**config.mk**
```make
export PLATFORM = sky130hd
export DESIGN_NAME = pcpal_front
export DESIGN_NICKNAME = d
export VERILOG_FILES = /design/src/rtl/pcpal_pkg.sv /design/src/rtl/pcpal_front.sv
export SDC_FILE = /design/constraint.sdc
export NUM_CORES = 1
export LEC_CHECK = 0
export BUFFER_PORTS_ARGS = -buffer_cell sky130_fd_sc_hd__buf_2
export CAP_MARGIN = 20
export CORE_ASPECT_RATIO = 1.75
export CORE_MARGIN = 10
export CORE_UTILIZATION = 25
export DETAILED_ROUTE_END_ITERATION = 10
export SYNTH_ARGS = -nofsm -noshare
export SYNTH_HDL_FRONTEND = slang
export SYNTH_SLANG_ARGS = --single-unit
```
**constraint.sdc**
```tcl
create_clock -name clk -period 10.6 [get_ports clk]
set_input_delay 2.12 -clock clk [delete_from_list [all_inputs] [get_ports clk]]
set_output_delay 2.12 -clock clk [all_outputs]
set_load 0.02 [all_outputs]
```
**src/rtl/pcpal_pkg.sv**
```systemverilog
// ============================================================================
// pcpal_pkg
// Shared types, widths and codes for the closed polyline query block.
// ============================================================================
package pcpal_pkg;

  localparam int COORD_W = 32;            // signed Q16.16 coordinate
  localparam int DIFF_W  = COORD_W + 1;   // exact coordinate difference
  localparam int SQ_W    = 2 * DIFF_W;    // exact squared length, three terms
  localparam int NUM_W   = DIFF_W + SQ_W; // projection numerator
  localparam int ROOT_W  = DIFF_W;        // floor square root of a squared length
  localparam int ARC_W   = 32;            // unsigned Q16.16 distance
  localparam int KNOT_W  = 3 * COORD_W;   // one stored knot, x y z
  localparam int CNT_CFG_W = 7;

  localparam int MAX_KNOTS_DEFAULT = 64;

  // Item kinds.
  localparam logic [1:0] KIND_WRITE   = 2'd0;
  localparam logic [1:0] KIND_CLOSEST = 2'd1;
  localparam logic [1:0] KIND_ARC     = 2'd2;
  localparam logic [1:0] KIND_DIST    = 2'd3;

  // Answer kinds.
  localparam logic [1:0] ANS_POINT = 2'd0;
  localparam logic [1:0] ANS_ARC   = 2'd1;
  localparam logic [1:0] ANS_DIST  = 2'd2;

  // Configuration register indexes.
  localparam logic REG_KNOT_COUNT  = 1'b0;
  localparam logic REG_PATH_LENGTH = 1'b1;

  typedef struct packed {
    logic [1:0]                kind;
    logic [5:0]                knot_index;
    logic signed [COORD_W-1:0] coord_x;
    logic signed [COORD_W-1:0] coord_y;
    logic signed [COORD_W-1:0] coord_z;
    logic [ARC_W-1:0]          arc_in;
  } item_t;

  typedef struct packed {
    logic [1:0]                answer_kind;
    logic signed [COORD_W-1:0] out_x;
    logic signed [COORD_W-1:0] out_y;
    logic signed [COORD_W-1:0] out_z;
    logic [ARC_W-1:0]          out_arc;
  } result_t;

  typedef struct packed {
    logic [CNT_CFG_W-1:0] knot_count;
    logic [ARC_W-1:0]     path_length;
  } cfg_t;

  // Magnitude of an exact difference; the most negative value maps to 2^32.
  function automatic logic [DIFF_W-1:0] mag(input logic signed [DIFF_W-1:0] v);
    mag = v[DIFF_W-1] ? DIFF_W'(-v) : DIFF_W'(v);
  endfunction

endpackage

```
**src/rtl/pcpal_front.sv**
```systemverilog
// ============================================================================
// pcpal_front
// Input side: takes items, drops knot writes outside the store, and queues
// the rest for the sequencer in a two-entry queue.
// ============================================================================
module pcpal_front #(
  parameter int MAX_KNOTS = pcpal_pkg::MAX_KNOTS_DEFAULT
) (
  input  logic              clk,
  input  logic              rst,
  input  logic              item_valid,
  output logic              item_stall,
  input  pcpal_pkg::item_t  item,
  output logic              cmd_valid,
  input  logic              cmd_pop,
  output pcpal_pkg::item_t  cmd
);

  pcpal_pkg::item_t slot [2];
  logic       wr_ptr;
  logic       rd_ptr;
  logic [1:0] count;
  logic       keep;
  logic       push;
  logic       pop;

  // A knot write to a slot beyond the store has no effect at all.
  assign keep = !(item.kind == pcpal_pkg::KIND_WRITE &&
                  32'(item.knot_index) >= 32'(MAX_KNOTS));

  assign item_stall = count == 2'd2;
  assign push       = item_valid && !item_stall && keep;
  assign cmd_valid  = count != 2'd0;
  assign pop        = cmd_pop && cmd_valid;
  assign cmd        = slot[rd_ptr];

  always_ff @(posedge clk) begin
    if (push) begin
      slot[wr_ptr] <= item;
    end
  end

  always_ff @(posedge clk) begin
    if (rst) begin
      wr_ptr <= 1'b0;
      rd_ptr <= 1'b0;
      count  <= 2'd0;
    end else begin
      if (push) begin
        wr_ptr <= !wr_ptr;
      end
      if (pop) begin
        rd_ptr <= !rd_ptr;
      end
      count <= count + {1'b0, push} - {1'b0, pop};
    end
  end

endmodule

```
After elaboration in Yosys (flattened, before gate mapping)
Memory sizes are Yosys's and may differ from the RTL's. A register that Yosys moved wholly into a read port is not among the register bits.
Index checks and enable logic that the tools add are counted.
- reduce and logical (&&, ||, !) cells: 6
- divide/modulo/power cells: 0
- equality and inequality tests: 1
- add/sub/neg operators: 2
- shift operators: 0
- mux-type cells: 4
- bitwise logic cells: 0
- multipliers: 0
- magnitude comparators: 0
- operator list (kind ; number):
    1-bit two-way mux ; 4
    1-bit logical NOT ; 3
    2-bit by 1-bit adder with 2-bit output ; 1
    2-bit equality test, second input constant ; 1
    1-bit logical AND ; 2
    2-bit nonzero test ; 1
    2-bit by 1-bit subtractor with 2-bit output ; 1
- word-level logic and storage cells: 17
- register bits: 4
- latch bits: 0
- bits in writable memories: 272
- output and inout bits: 138
- memories: 1
- ROM bits: 0
- input port bits: 140
- memories (memory ; words ; width ; rd ports ; clocked after memory_dff ; wr ports ; line ; text):
    slot ; 2 ; 136 ; 1 ; 1 ; 1 ; pcpal_front.sv:19 ; pcpal_pkg::item_t slot [2];

Depth between registers and ports, before layout
Gate-level depths: netlist of the first run.
- depth in word-level cells: 5
- mapped depth: 8
- depth with buffers taken out: 8

Least setup slack after synthesis of the first run
OpenSTA, ideal clock, no wires.
- path kind: input to register
- from: input item_valid
- to: memory slot[1][0] (netlist bit) (enable)
- path slack: 4.791 ns
- data required time: 10.088 ns
- data arrival time: 5.297 ns
- buffers on the path: 0
- cell stages on the path: 1
- setup time: 0.512 ns
- path through: and3_1
- longest elaborated chain between the ends: 3
- RTL lines (what ; line ; text):
    from (decl) ; pcpal_front.sv:11 ; input logic item_valid,
    1-bit logical AND ; pcpal_front.sv:32 ; assign push = item_valid && !item_stall && keep;
    1-bit two-way mux ; pcpal_front.sv:38 ; if (push) begin
    1-bit two-way mux (not written as such) ; pcpal_front.sv:39 ; slot[wr_ptr] <= item;
    to (decl) ; pcpal_front.sv:19 ;
Every way passes these cells.

==> results of run 1 <==
[stage by stage]
step                power, mW  hold WS [ps]
global placement        2.262         481.8
CTS                     3.221         548.1
global route            3.303         585.3
floorplan               2.000         451.8
finish                  3.153         544.7
detailed placement      2.273         490.0
[flip-flops by register name (all words and copies together), names as in the netlist, named ones only]
| signal | count |
|---|---|
| slot | 272 |
| rd_ptr | 1 |
| wr_ptr | 1 |
| count | 2 |
[logic make-up after synthesis]
kind of cell / after synthesis
XOR/XNOR: 3
adder cells (fa/ha/maj): 2
multiplexers: 136
buffers and inverters: 19
AO/OA/AOI/OAI: 3
AND/OR/NAND/NOR: 9
flip-flops: 277
[synthesized netlist by cell type]
cell type    n  share of area
xnor2_1      2         0.0017
a21oi_1      1        0.00049
mux2_2      96           0.11
nand2_1      1        0.00037
or3_1        1        0.00061
xor2_1       1        0.00086
nor2b_1      1        0.00061
buf_6        6         0.0066
nor2_1       3         0.0011
edfxtp_1   272           0.80
buf_2        9         0.0044
ha_1         2         0.0025
mux2_4      40          0.059
inv_1        4         0.0015
and3_1       1        0.00061
o21a_1       1        0.00074
dfxtp_1      5         0.0098
nand2b_2     1        0.00086
or2_2        1        0.00061
o21ai_0      1        0.00049
[final cells by class]
| cell class | instances | area [um2] | share of cell area |
|---|---|---|---|
| repair buffers | 281 | 1416 | 0.1087 |
| multi-input cells | 153 | 1804 | 0.1385 |
| flip-flops and latches | 277 | 8272 | 0.6349 |
| diodes | 1 | 2.502 | 0.0001921 |
| clock buffers | 28 | 636.9 | 0.04889 |
| inverters | 4 | 20.02 | 0.001537 |
| clock inverters | 16 | 195.2 | 0.01498 |
| well taps | 544 | 680.7 | 0.05225 |
[worst max-delay path, delay by kind of cell, from the launching register on]
kind	cells	cell delay, ps
mux	1	460
buf+inv	2	940
flops	1	480
[layer usage]
metal | vias to the layer above | share of wire
li1 | 2370 | -
met1 | 2556 | 0.32
met2 | 167 | 0.59
met3 | 42 | 0.060
met4 | 2 | 0.034
met5 | - | 0.00053
[worst paths after layout]
check	startpoint	slack, ps	to	cells past startpoint
hold reg to reg	rd_ptr	540	rd_ptr	2
hold / removal	rd_ptr	540	rd_ptr	2
setup reg to reg	count[0]	7660	slot[0][1]	5
setup / recovery	flip-flop	5940	cmd[69]	3
[power by group]
part	switching, mW	internal, mW
logic	0.500	0.327
clock network	0.396	0.533
registers	0.0363	1.36
==> impl_summary.txt, run 1 <==
----------------------------------------------------
[Final layout]
  Final net count ... 884
  Relative area change from synthesis to final layout ... 27.79%
  Layout Utilization ... 0.3243
  Most common cell after layout, fill and taps aside ... buf_2
  Post-route cell area ... 13030 um2
  Number of fill cells in the layout ... 3914
  Ratio of cells with drive above 1 in the final layout ... 0.6074
  Top library cells by usage in the layout, fill and taps aside ... buf_2, edfxtp_1, mux2_2
  Final cell count without fillers ... 1304

[Pwr]
  Worst ir drop on vdd ... 161.6 uV
  Total power density per cell area ... 242.0 nW/um2
  Leakage component of the power ... 4.821 nW

[Global routing]
  Total congestion overflow ... 0
  Vias in the first global route ... 5656
  Initial antenna violation count ... 3
  Fraction of met3 tracks used by global routing ... 0.02551
  Met2 Use GR ... 0.1852
  Overall track demand over capacity in global routing ... 0.09248
  Global-route wire length before repair ... 35.11 mm
  Busiest layer in global routing ... met2
  Pin count of the biggest net entering global routing ... 72
  Met1 GRT Util ... 0.08200

[Detailed routing]
  Number of iterations in the first detailed-routing pass ... 5
  DRC violation total after the first TritonRoute iteration ... 256
  Via/cell ratio ... 3.939
  Routed WL per cell ... 18.66 um
  Count of unresolved DRC violations after routing ... 0
  Via Count ... 5137
  Number of nets with antenna violations after routing ... 0
  Wirelength, routed ... 24.33 mm

[Die]
  Number of placement rows ... 97
  # IOs ... 278
  Die height ... 287.1 um
  Die area ... 49570 um2
  Chip Width ... 172.7 um
  Initial core utilization ... 0.2538
  Floorplan Core Area ... 40170 um2

[Place]
  Final GP Congestion ... 0.7329
  Instance area after placement ... 12190 um2
  Quantity of I/O buffers inserted on ports ... 277
  Estimated wirelength of the detail-placed design ... 16.91 mm
  Setup Slack @ Placement ... 5951 ps
  Number of cells after detailed placement ... 1259

[STA]
  Worst slew pin tran ... 1057 ps
  Hold Vio Cnt, Final ... 0
  Worst Skew ... 14.34 ps
  Total negative setup slack ... 0 ps
  Total setup violations reported at the end of the flow ... 0
  Fmax achieved ... 214.8 MHz
  Headroom to the max-slew limit ... 0.2954
  Count of pins over their slew limit ... 0
  Tmin final ... 4655 ps
  Post-layout worst setup margin ... 5945 ps
  Setup repair after global routing missed its margin ... no
  Final critical-path share of the clock period ... 0.4392

[Worst setup path]
  Critical Setup Path Class ... flip-flop to output port
  Sort of element at the start of the critical path ... flip-flop
  Cell-by-cell listing of the critical path ... buf_4 -> mux2_2 -> buf_2
  Highest cell delay on the worst timing path ... 760 ps
  CP required ... 8480 ps
  Highest-delay cell along the critical path ... buf_4
  Crit path DAT ... 2540 ps
  Worst Path Max Fanout ... 63
  Endpoint type of the worst setup path ... output port

[Yosys]
  Total standard cell area after synthesis ... 10190 um2
  Area share of and/or/nand/nor cells after synthesis ... 0.004786
  Multiplexer share of the synthesized area ... 0.1649
  Number of different library cells in the post-synthesis netlist ... 20
  Dominant combinational cell family by area after synthesis ... multiplexers
  Fraction of the yosys area taken by sequential cells ... 0.8110
  Post-synthesis compound-gate area fraction ... 0.001718
  Average size of a mapped cell ... 22.71 um2
  Post-synthesis instance total ... 449
  Number of warnings printed during yosys synthesis ... 0
  Adder and majority gate portion of the synthesized area ... 0.002455
  Xor-xnor portion of the synthesized cell area ... 0.002577
  Mapped Nets ... 591
  Register bit count reported by yosys ... 277

[CTS]
  Inserted Clock Buffers ... 25
  Clock Latency Late Sink ... 540 ps
  Post-CTS repair timing setup buffer count ... 0
  Number of gates given a new drive strength after cts ... 0
  Hold_buf cts ... 0
  Clock slew at reported path FFs ... 70 ps
  CTS tree ... yes
  Root buf cell ... clkbuf_16
  Number of buffers on the longest clock path ... 3
  CTS sink cnt ... 277
  H-tree depth ... 1

[Flow run]
  Max-capacitance violation count ... 0

[Min path]
  Path category of the worst min-delay check ... flip-flop to flip-flop

[Run status]
  Result of the run ... finished clean

----------------------------------------------------
Power figures use the tool's default switching activity.
==> run 2: changes to the inputs <==
--- a/config.mk
+++ b/config.mk
@@ -5,6 +5,7 @@
 export SDC_FILE = /design/constraint.sdc
 export NUM_CORES = 1
 export LEC_CHECK = 0
+export ABC_AREA = 1
 export BUFFER_PORTS_ARGS = -buffer_cell sky130_fd_sc_hd__buf_2
 export CAP_MARGIN = 20
 export CORE_ASPECT_RATIO = 1.75
==> constraint.sdc (replaced) <==
create_clock -name clk -period 4 [get_ports clk]
set_input_delay 0.8 -clock clk [delete_from_list [all_inputs] [get_ports clk]]
set_output_delay 0.8 -clock clk [all_outputs]
set_load 0.02 [all_outputs]
==> run 2 against run 1 <==
Hold slack worse by 98 ps. Clock skew fell by 7.6 ps. Synthesized cell count increased by 2.7%. Sequential share of layout area fell by 0.28 points. Largest cell class unchanged. Sequential cell count did not move. Highest routed layer unchanged. Critical path depth unchanged. Global-route usage increased by 0.074 points. Core utilization is 0.14 points higher. Sequential power increased to 2.7 times the previous value. Critical path type unchanged. Combinational power rose to 2.7 times the previous value. Critical endpoint is now cmd[7].
==> impl_summary.txt, run 2 <==
----------------------------------------------------
[Yosys]
  Portion of synthesized cell area occupied by the leading cell type ... 0.8000
  Number of warnings printed during yosys synthesis ... 0
  Top cell type by total area after synthesis ... edfxtp_1
  Top cells by area in the synthesized netlist ... edfxtp_1, mux2_2, mux2_4, dfxtp_1, buf_6
  Most used flip-flop cell after synthesis ... edfxtp_1
  Register bit count reported by yosys ... 277
  Post-synthesis instance total ... 461
  Async set-or-reset flop fraction in the synthesized netlist ... 0
  Fraction of the yosys area taken by sequential cells ... 0.8098
  Number of different library cells in the post-synthesis netlist ... 12
  Average size of a mapped cell ... 22.15 um2
  Ranking of synthesized cells by instance count ... edfxtp_1, mux2_2, mux2_4
  Total standard cell area after synthesis ... 10210 um2
  Most common cell in the synthesized netlist ... edfxtp_1
  Mapped Nets ... 603
  EDFF count, synth ... 272

[Worst setup path]
  Worst Path Max Fanout ... 39
  Endpoint type of the worst setup path ... output port
  Worst r2r src ... count[0]
  CP required ... 3200 ps
  Number of cell instances on the worst register-to-register path ... 5
  Crit Reg-Reg Endpoint ... slot[1][97]
  Flop2flop setup slack ... 2030 ps
  Critical Setup Path Class ... flip-flop to output port
  Crit path DAT ... 2210 ps
  Sort of element at the start of the critical path ... flip-flop

[CTS]
  Number of gates given a new drive strength after cts ... 0
  H-tree depth ... 1
  Inserted Clock Buffers ... 25
  Clock slew at reported path FFs ... 60 ps
  Number of buffers on the longest clock path ... 3
  Post-CTS repair timing setup buffer count ... 0
  Clock Latency Late Sink ... 530 ps
  Hold_buf cts ... 0
  CTS sink cnt ... 277
  CTS tree ... yes
  Root buf cell ... clkbuf_16

[Final layout]
  Relative area change from synthesis to final layout ... 28.16%
  Number of flip-flops under the largest register name ... 272
  Largest registers ... slot: 272 flops, count: 2 flops
  Ratio of cells with drive above 1 in the final layout ... 0.5902
  Most common cell after layout, fill and taps aside ... buf_2
  Top library cells by usage in the layout, fill and taps aside ... buf_2, edfxtp_1, mux2_2
  Layout Utilization ... 0.3257
  Post-route cell area ... 13090 um2
  Final net count ... 901
  Register ranked first by flip-flop count ... slot

[STA]
  Tmin final ... 3013 ps
  Final critical-path share of the clock period ... 0.7533
  Total negative setup slack ... 0 ps
  Setup repair after global routing missed its margin ... no
  Headroom to the max-slew limit ... 0.3453
  Worst-case hold slack ... 446.9 ps
  Worst slew pin tran ... 982.0 ps
  Total setup violations reported at the end of the flow ... 0
  Fmax achieved ... 331.9 MHz
  Worst Skew ... 6.749 ps
  Count of pins over their slew limit ... 0
  Hold Vio Cnt, Final ... 0

[Detailed routing]
  Number of nets with antenna violations after routing ... 0
  Routed WL per cell ... 18.50 um
  Via/cell ratio ... 3.955
  Number of iterations in the first detailed-routing pass ... 4
  Wirelength, routed ... 24.47 mm
  Count of unresolved DRC violations after routing ... 0
  Via Count ... 5233
  DRC violation total after the first TritonRoute iteration ... 281

[Place]
  Final GP Congestion ... 0.7596
  Estimated wirelength of the detail-placed design ... 17.51 mm
  Instance area after placement ... 12310 um2
  Quantity of I/O buffers inserted on ports ... 277

[Min path]
  Startpoint of the worst hold path ... rst
  Path category of the worst min-delay check ... primary input to flip-flop
  Worst hold endpoint ... count[0]
  Hold depth ... 2

[Global routing]
  Global-route wire length before repair ... 35.55 mm
  Pin count of the biggest net entering global routing ... 69
  Initial antenna violation count ... 5
  Total congestion overflow ... 0
  Vias in the first global route ... 5622
  Overall track demand over capacity in global routing ... 0.09323

[Pwr]
  Sum of internal, switching and leakage power ... 8.342 mW
  Leakage component of the power ... 4.855 nW
  Total power density per cell area ... 637.5 nW/um2
  Worst ir drop on vdd ... 357.5 uV

[Die]
  Number of placement rows ... 97
  Initial core utilization ... 0.2542
  Chip Width ... 172.8 um
  # IOs ... 278
  Floorplan Core Area ... 40170 um2
  Die area ... 49640 um2
  Die height ... 287.3 um

[Flow run]
  Max-capacitance violation count ... 0

[Run status]
  Result of the run ... finished clean

----------------------------------------------------
[run 2: cell types whose count changed after synthesis, sizes merged, moves of 2 or more]
cell	previous run	this run
nand2	1	8
xnor2	2	0
nand3	0	3
nor2	3	9
inv	4	9
[run 2: critical path: stages, from the launching register on]
cell	delay, ps
dfxtp_4	740
buf_12	320
mux2_2	370
buf_2	160
[run 2: logic make-up (layout without fill, tap and decap cells)]
kind of cell | Yosys count | count (layout) | synth area share
AO/OA/AOI/OAI | 2 | 2 | 0.0009804
adder cells (fa/ha/maj) | 2 | 2 | 0.002451
buffers and inverters | 24 | 339 | 0.01434
flip-flops | 277 | 277 | 0.8098
multiplexers | 136 | 136 | 0.1647
other | 0 | 3 | 0
AND/OR/NAND/NOR | 20 | 20 | 0.007720
[run 2: where the power goes]
part           total, mW  switching, mW  internal (mW)
registers           3.82          0.146           3.67
logic               2.23           1.34          0.893
clock network       2.29           1.01           1.28
[run 2: stage by stage]
stage,instances,setup slack [ps]
floorplan,461,664.2
global placement,1276,1508
detailed placement,1276,1504
CTS,1320,912.5
global route,1322,864.3
finish,1323,986.6
[run 2: worst max-delay path by stage]
| stage | from | end | slack [ps] | cells after the start |
|---|---|---|---|---|
| floorplan | item_valid | slot[1][0] | 660 | 2 |
| global placement | flip-flop | cmd[58] | 1510 | 3 |
| detailed placement | flip-flop | cmd[58] | 1500 | 3 |
| CTS | flip-flop | cmd[7] | 910 | 3 |
| global route | flip-flop | cmd[7] | 860 | 3 |
| finish | flip-flop | cmd[7] | 990 | 3 |
[run 2: area by class of cell]
cell class | count | area (um2)
Fill cell | 3900 | 27090
Antenna cell | 3 | 7.507
Inverter | 9 | 37.54
Timing Repair Buffer | 286 | 1516
Sequential cell | 277 | 8272
Multi-Input combinational cell | 160 | 1803
Tap cell | 544 | 680.7
Clock buffer | 31 | 648.1
Clock inverter | 13 | 120.1
[run 2: per-layer routing]
metal | wire length, um | vias up | track usage
li1 | - | 2418 | -
met1 | 7844 | 2600 | 0.08386
met2 | 14160 | 162 | 0.1845
met3 | 1553 | 47 | 0.02564
met4 | 865 | 6 | 0.04716
met5 | 47 | - | 0
